$ cat src/design/pp_pkg.sv
// Shared types and constants for the perspective projection block.
package pp_pkg;

  localparam int CoordWidth = 32;
  localparam int SizeWidth  = 14;
  localparam int CfgIdxWidth = 4;
  localparam int CfgDataWidth = 64;
  localparam int MatRegs = 6;

  localparam logic [CfgIdxWidth-1:0] RegRow0Cols01 = 4'd0;
  localparam logic [CfgIdxWidth-1:0] RegRow0Cols23 = 4'd1;
  localparam logic [CfgIdxWidth-1:0] RegRow1Cols01 = 4'd2;
  localparam logic [CfgIdxWidth-1:0] RegRow1Cols23 = 4'd3;
  localparam logic [CfgIdxWidth-1:0] RegRow3Cols01 = 4'd4;
  localparam logic [CfgIdxWidth-1:0] RegRow3Cols23 = 4'd5;
  localparam logic [CfgIdxWidth-1:0] RegScreenWidth = 4'd6;
  localparam logic [CfgIdxWidth-1:0] RegScreenHeight = 4'd7;

  localparam logic [SizeWidth-1:0] WidthReset  = 14'd1920;
  localparam logic [SizeWidth-1:0] HeightReset = 14'd1080;

  typedef enum logic [1:0] {
    STATUS_BEHIND    = 2'd0,
    STATUS_OFFSCREEN = 2'd1,
    STATUS_ONSCREEN  = 2'd2
  } status_t;

  typedef struct packed {
    logic signed [CoordWidth-1:0] pos_x;
    logic signed [CoordWidth-1:0] pos_y;
    logic signed [CoordWidth-1:0] pos_z;
  } point_t;

  typedef struct packed {
    logic signed [CoordWidth-1:0] screen_x;
    logic signed [CoordWidth-1:0] screen_y;
    status_t                      status;
  } result_t;

  typedef struct packed {
    logic push;
    logic pop;
  } queue_ctl_t;

  typedef struct packed {
    logic empty;
    logic full;
  } queue_sts_t;

endpackage

$ cat src/design/pp_queue.sv
// Short request queue between the front end and the divider back end.
module pp_queue import pp_pkg::*; #(
  parameter int WIDTH = 8,
  parameter int DEPTH = 2
) (
  input  logic             clk,
  input  logic             rst,
  input  queue_ctl_t       ctl,
  input  logic [WIDTH-1:0] wdata,
  output logic [WIDTH-1:0] rdata,
  output queue_sts_t       sts
);

  localparam int PW = (DEPTH > 1) ? $clog2(DEPTH) : 1;
  localparam int CW = $clog2(DEPTH + 1);

  logic [WIDTH-1:0] mem [DEPTH];
  logic [PW-1:0]    wr_ptr, rd_ptr;
  logic [CW-1:0]    count;
  logic             do_push, do_pop;

  assign sts.empty = (count == '0);
  assign sts.full  = (count == CW'(DEPTH));
  assign do_push   = ctl.push && !sts.full;
  assign do_pop    = ctl.pop && !sts.empty;
  assign rdata     = mem[rd_ptr];

  always_ff @(posedge clk) begin
    if (rst) begin
      wr_ptr <= '0;
      rd_ptr <= '0;
      count  <= '0;
    end else begin
      if (do_push) begin
        wr_ptr <= (wr_ptr == PW'(DEPTH - 1)) ? '0 : wr_ptr + 1'b1;
      end
      if (do_pop) begin
        rd_ptr <= (rd_ptr == PW'(DEPTH - 1)) ? '0 : rd_ptr + 1'b1;
      end
      count <= count + CW'(do_push) - CW'(do_pop);
    end
    if (do_push) begin
      mem[wr_ptr] <= wdata;
    end
  end

endmodule

$ cat config.mk
export PLATFORM = sky130hd
export DESIGN_NAME = pp_queue
export DESIGN_NICKNAME = d
export VERILOG_FILES = /design/src/design/pp_pkg.sv /design/src/design/pp_queue.sv
export SDC_FILE = /design/constraint.sdc
export NUM_CORES = 1
export LEC_CHECK = 0
export ABC_AREA = 1
export BUFFER_PORTS_ARGS = -buffer_cell sky130_fd_sc_hd__buf_2
export CORE_AREA = 4 4 59 61
export DETAILED_ROUTE_END_ITERATION = 6
export DIE_AREA = 0 0 63 65
export SETUP_SLACK_MARGIN = 0.1
export SYNTH_ARGS = -nofsm -noshare
export SYNTH_HDL_FRONTEND = slang
export SYNTH_SLANG_ARGS = --single-unit
$ cat constraint.sdc
create_clock -name clk -period 2.1 [get_ports clk]
set_input_delay 0 -clock clk [delete_from_list [all_inputs] [get_ports clk]]
set_output_delay 0 -clock clk [all_outputs]
set_load 0.005 [all_outputs]
== Word level (Yosys, flattened, before mapping) ==
Memories as Yosys holds them, arrays and structs flattened. A register that Yosys moved wholly into a read port is not among the register bits.
Index checks and enable logic that the tools add are counted.

* Reductions and logical operators: 5
* Mux-type cells: 6
* Equality and inequality tests: 1
* Add/subtract/negate cells: 4

{| class="wikitable"
|+ Operators with widths
! cell !! count
|-
| two-way mux 1 bit || 6
|-
| adder 1 bit, second input constant || 2
|-
| adder 2 x 1 -> 2 bit || 1
|-
| equality test 2 bit, second input constant || 1
|-
| logical AND 1 bit || 2
|-
| logical NOT 1 bit || 2
|-
| logical NOT 2 bit || 1
|-
| subtractor 2 x 1 -> 2 bit || 1
|}

* Memory bits (writable): 16
* Output and inout port bits: 10
* Bits in registers: 4
* Memories: 1
* Input port bits: 12

{| class="wikitable"
|+ Memories
! memory !! depth !! bits a word !! rd ports !! clocked after memory_dff !! write ports !! RTL line !! source
|-
| mem || 2 || 8 || 1 || 1 || 1 || pp_queue.sv:17 || <nowiki>logic [WIDTH-1:0] mem [DEPTH];</nowiki>
|}

== Depth between registers and ports, before layout ==
* Word-level depth: 5
* Depth in mapped cells: 11

== Least setup slack after synthesis ==
OpenSTA, ideal clock, no wires.

* Path kind: register -> register
* Start: register count[0]
* End: register count[1]
* Setup time: 0.115 ns
* Path slack: 0.677 ns
* Cell stages (with the launch flop): 11
* Arrival: 1.308 ns
* Cells stage by stage: dfxtp_1 -> inv_1 -> nand2_1 -> nand2_1 -> ha_1 -> inv_1 -> ha_1 -> inv_1 -> nand2_1 -> a21oi_1 -> nor2_1

* Longest elaborated chain between the ends: 5
* Elaborated cells on any way between the ends: 8
* Those cells by class: add/sub: 2; eq/ne: 1; reduce/logical: 5

{| class="wikitable"
|+ RTL lines
! what !! RTL line !! source
|-
| start, declared || pp_queue.sv:19 || <nowiki>logic [CW-1:0] count;</nowiki>
|-
| start signal, assigned || pp_queue.sv:40 || <nowiki>count <= count + CW'(do_push) - CW'(do_pop);</nowiki>
|-
| equality test 2 bit || pp_queue.sv:23 || <nowiki>assign sts.full = (count == CW'(DEPTH));</nowiki>
|-
| logical NOT 1 bit || pp_queue.sv:24 || <nowiki>assign do_push = ctl.push && !sts.full;</nowiki>
|-
| logical AND 1 bit || pp_queue.sv:24 ||
|-
| adder 2 x 1 -> 2 bit || pp_queue.sv:40 ||
|-
| subtractor 2 x 1 -> 2 bit * || pp_queue.sv:40 ||
|}

Every way passes the cells marked *; elsewhere a longest branch is shown, timed or not.
A chain may end at the register's enable or synchronous reset.

== Worst setup path in the final report ==
Same ends and word-level chain as after synthesis.

==> impl_summary.log <==
INFO  metric drc = 0
INFO  metric first_pass_grt_wire_length = 2470 µm
INFO  metric syn_to_final_growth = 32.28%
INFO  metric ant_nets = 0
INFO  metric p_clk_share = 16.5%
INFO  metric tritoncts_clock_tree = done
INFO  metric final_layout_fill_cell_count = 287
INFO  metric worstPathArrival = 1760 ps
INFO  metric yosys.area.top_type = edfxtp_1
INFO  metric flop_pwr_share = 50.9%
INFO  metric io_pins = 22
INFO  metric syn-mean-instance-area = 13.57 µm²
INFO  metric ys_ff_latch = 21
INFO  metric num_vias = 565
INFO  metric p_leak = 0.5128 nW
INFO  metric switching_share = 30.26%
INFO  metric power_density = 1013 nW/µm²
INFO  metric synth-seq-area-share = 66.86%
INFO  metric final_routed_wirelength_across_all_metal_layers = 1459 µm
INFO  metric cap_viol_max_count = 0
INFO  metric initial_core_utilization = 29.16%
INFO  metric cts-htree-levels = 1
INFO  metric root_cell_of_the_clock_tree = clkbuf_4
INFO  metric min_period = 1551 ps
INFO  metric p_sw = 0.3522 mW
INFO  metric antenna_fix_cells = 0
INFO  metric place.gp.congestion = 0.7466
INFO  metric cp_slowest_cell = dfxtp_1
INFO  metric async_reset_ff_share = 0%
INFO  metric die_area = 4095 µm²
INFO  metric num_rows = 20
INFO  metric drtPass1Iterations = 5
INFO  metric syn-cell-area = 868.3 µm²
INFO  metric result_of_the_run = finished, final reports clean
INFO  metric worst_setup_path_start_kind = register
INFO  metric synth-edff-count = 16
INFO  metric combPwrFrac = 32.6%
INFO  metric finalWorstSetupSlack = 549.1 ps
INFO  metric critPathKind = reg2reg
INFO  metric die_h = 65 µm
INFO  metric synth.net_count = 78
INFO  metric yosysWarningCount = 0
INFO  metric overall_track_demand_over_capacity_in_global_routing = 7.978%
INFO  metric yosys.cell_types.count = 11
INFO  metric via_count_of_the_first_global_routing_pass = 590
INFO  metric fin_crit_sh = 73.85%
INFO  metric utilization = 38.57%
INFO  metric worst_hold_slack_across_all_endpoints = 391.2 ps
INFO  metric synth_cells = 64
INFO  metric post_cts_setup_buffer_count = 0
INFO  metric crit_path_end_kind = register
INFO  metric p_int = 0.8118 mW
INFO  metric worst_path_dominant_cell_family = adder cells
INFO  metric post-place-cells = 118
INFO  metric worstMarginPinSlew = 521.3 ps
INFO  metric cpPeakStageDelay = 380 ps
INFO  metric max-slew-margin-rel = 65.20%
INFO  metric timing.critical_path.fanout_max = 4
INFO  metric hold_viol = 0
INFO  metric cts_buffer_depth = 2
INFO  metric dp_worst_setup_slack = 558.1 ps
INFO  metric unrepaired_setup_endpoints_after_global_routing = false
INFO  metric synth_flop_cell = edfxtp_1
INFO  metric globalRouteOverflowTotal = 0
INFO  metric clock_latency = 300 ps
INFO  metric vdd_drop_max = 0.4317 mV
INFO  metric fin_skew = 2.248 ps
INFO  metric chipWidth = 63 µm
INFO  metric initial_antenna_violation_count = 0
INFO  metric numPortBuffers = 21
INFO  metric synth_top_area_share = 55.33%
INFO  metric min_path_type = in2reg
INFO  metric core_area = 2978 µm²
INFO  metric detailedRoute.firstIterationViolations = 14
INFO  metric drive_gt1_share = 36.00%
INFO  metric timing.critical_path.cells = inv_1, nand2_1, nand2_1, ha_1, inv_1, ha_1, inv_1, nand2_1, a21oi_1, nor2_1
INFO  metric hpwlAfterDp = 1050 µm
INFO  metric finish.net_count = 115
INFO  metric drt-wirelength-per-cell = 10.97 µm
INFO  metric synthMostInstantiatedCell = edfxtp_1
INFO  metric post_route_setup_tns = 0 ps
INFO  metric worst_setup_hold_path_clk_slew = 110 ps
INFO  metric post_layout_nonfiller_instances = 133
INFO  metric tritoncts_buffer_count = 3
INFO  metric clock-sinks = 21
INFO  metric worst_path_required_time = 2310 ps
INFO  metric finalSetupViolCount = 0
INFO  metric synth.area.top_cells = edfxtp_1 (55%), mux2_4 (14%), dfxtp_1 (12%)
INFO  metric cp_num_buf_inv = 3
INFO  metric yosys-top-cells-count = edfxtp_1 (16), inv_1 (10), mux2_4 (8), nand2_1 (8), nor2_1 (7)
INFO  metric fmax = 644.8 MHz
INFO  metric final-max-slew-violation-count = 0
INFO  metric via_per_inst = 4.248
INFO  metric pin_count_of_the_biggest_net_entering_global_routing = 13
[final timing paths]
check / cells after the start / slack [ps] / startpoint / to
worst max register to register: 10 / 550 / count[0]$_SDFF_PP0_ / count[1]$_SDFF_PP0_
worst max-delay path: 10 / 550 / count[0]$_SDFF_PP0_ / count[1]$_SDFF_PP0_
worst min register to register: 2 / 520 / rd_ptr$_SDFFE_PP0P_ / rd_ptr$_SDFFE_PP0P_
worst min-delay path: 3 / 390 / rst / count[0]$_SDFF_PP0_
[layout make-up]
type                            instances  area, µm²  share of cell area, %
Clock inverter                          1      5.005                 0.4357
Timing Repair Buffer                   33      222.7                  19.39
Sequential cell                        21      580.6                  50.54
Tap cell                               33      41.29                  3.595
Multi-Input combinational cell         32      239.0                  20.81
Inverter                               10      37.54                  3.268
Clock buffer                            3      22.52                  1.961
[power groups by stage]
| stage | combinational, mW | sequential, mW | clock [mW] |
|---|---|---|---|
| after floorplan | 0.282 | 0.572 | 0 |
| after global placement | 0.366 | 0.600 | 0 |
| after detailed placement | 0.370 | 0.604 | 0 |
| after CTS | 0.387 | 0.595 | 0.201 |
| after global routing | 0.433 | 0.603 | 0.220 |
| final | 0.380 | 0.592 | 0.192 |
[worst register-to-register path, stage by stage (launching register included)]
cell and delay, ps:
dfxtp_1 380, inv_1 60, nand2_1 120, nand2_1 90, ha_1 270, inv_1 40, ha_1 180, inv_1 50
nand2_1 60, a21oi_1 150, nor2_1 60
[cells in the final DEF, fill, tap and decap left out]
master	instances
clkinv_2	1
mux2_4	8
nor2_2	2
nor2_1	7
clkbuf_4	3
nand2_1	8
ha_1	2
buf_2	21
dlygate4sd3_1	11
a21oi_1	2
inv_1	10
nand3_1	3
dfxtp_1	5
buf_4	1
edfxtp_1	16
[registers in the layout, indices dropped and copies added, names as in the netlist, named ones only]
register and cells:
count 2, mem 16, rd_ptr 1, wr_ptr 1
[through the flow]
stage	area, µm²	power, mW
floorplan	868.3	0.8531
global placement	1011	0.9661
detailed placement	1011	0.9741
CTS	1149	1.183
global route	1149	1.256
finish	1149	1.164
[layer usage]
metal	routed length (µm)	up-vias	global-route usage, %
met3	138	6	3.986
met2	656	28	13.04
li1	-	286	-
met1	634	245	8.550
met5	0	-	0
met4	29	0	3.857
[logic make-up (layout without fill, tap and decap cells)]
| logic type | Yosys count | in the layout | share of synthesized area (%) |
|---|---|---|---|
| adder cells (fa/ha/maj) | 2 | 2 | 2.881 |
| flip-flops | 21 | 21 | 66.86 |
| AND/OR/NAND/NOR | 20 | 20 | 9.654 |
| buffers and inverters | 11 | 47 | 5.620 |
| multiplexers | 8 | 8 | 13.83 |
| AO/OA/AOI/OAI | 2 | 2 | 1.153 |
[what timing repair did]
item / 4_1_cts / 5_1_grt
hold endpoints to repair: 21 / 0
resized for setup: 0 / 0
hold buffers: 11 / 0
Note: power is estimated with default switching activity, not from simulation.
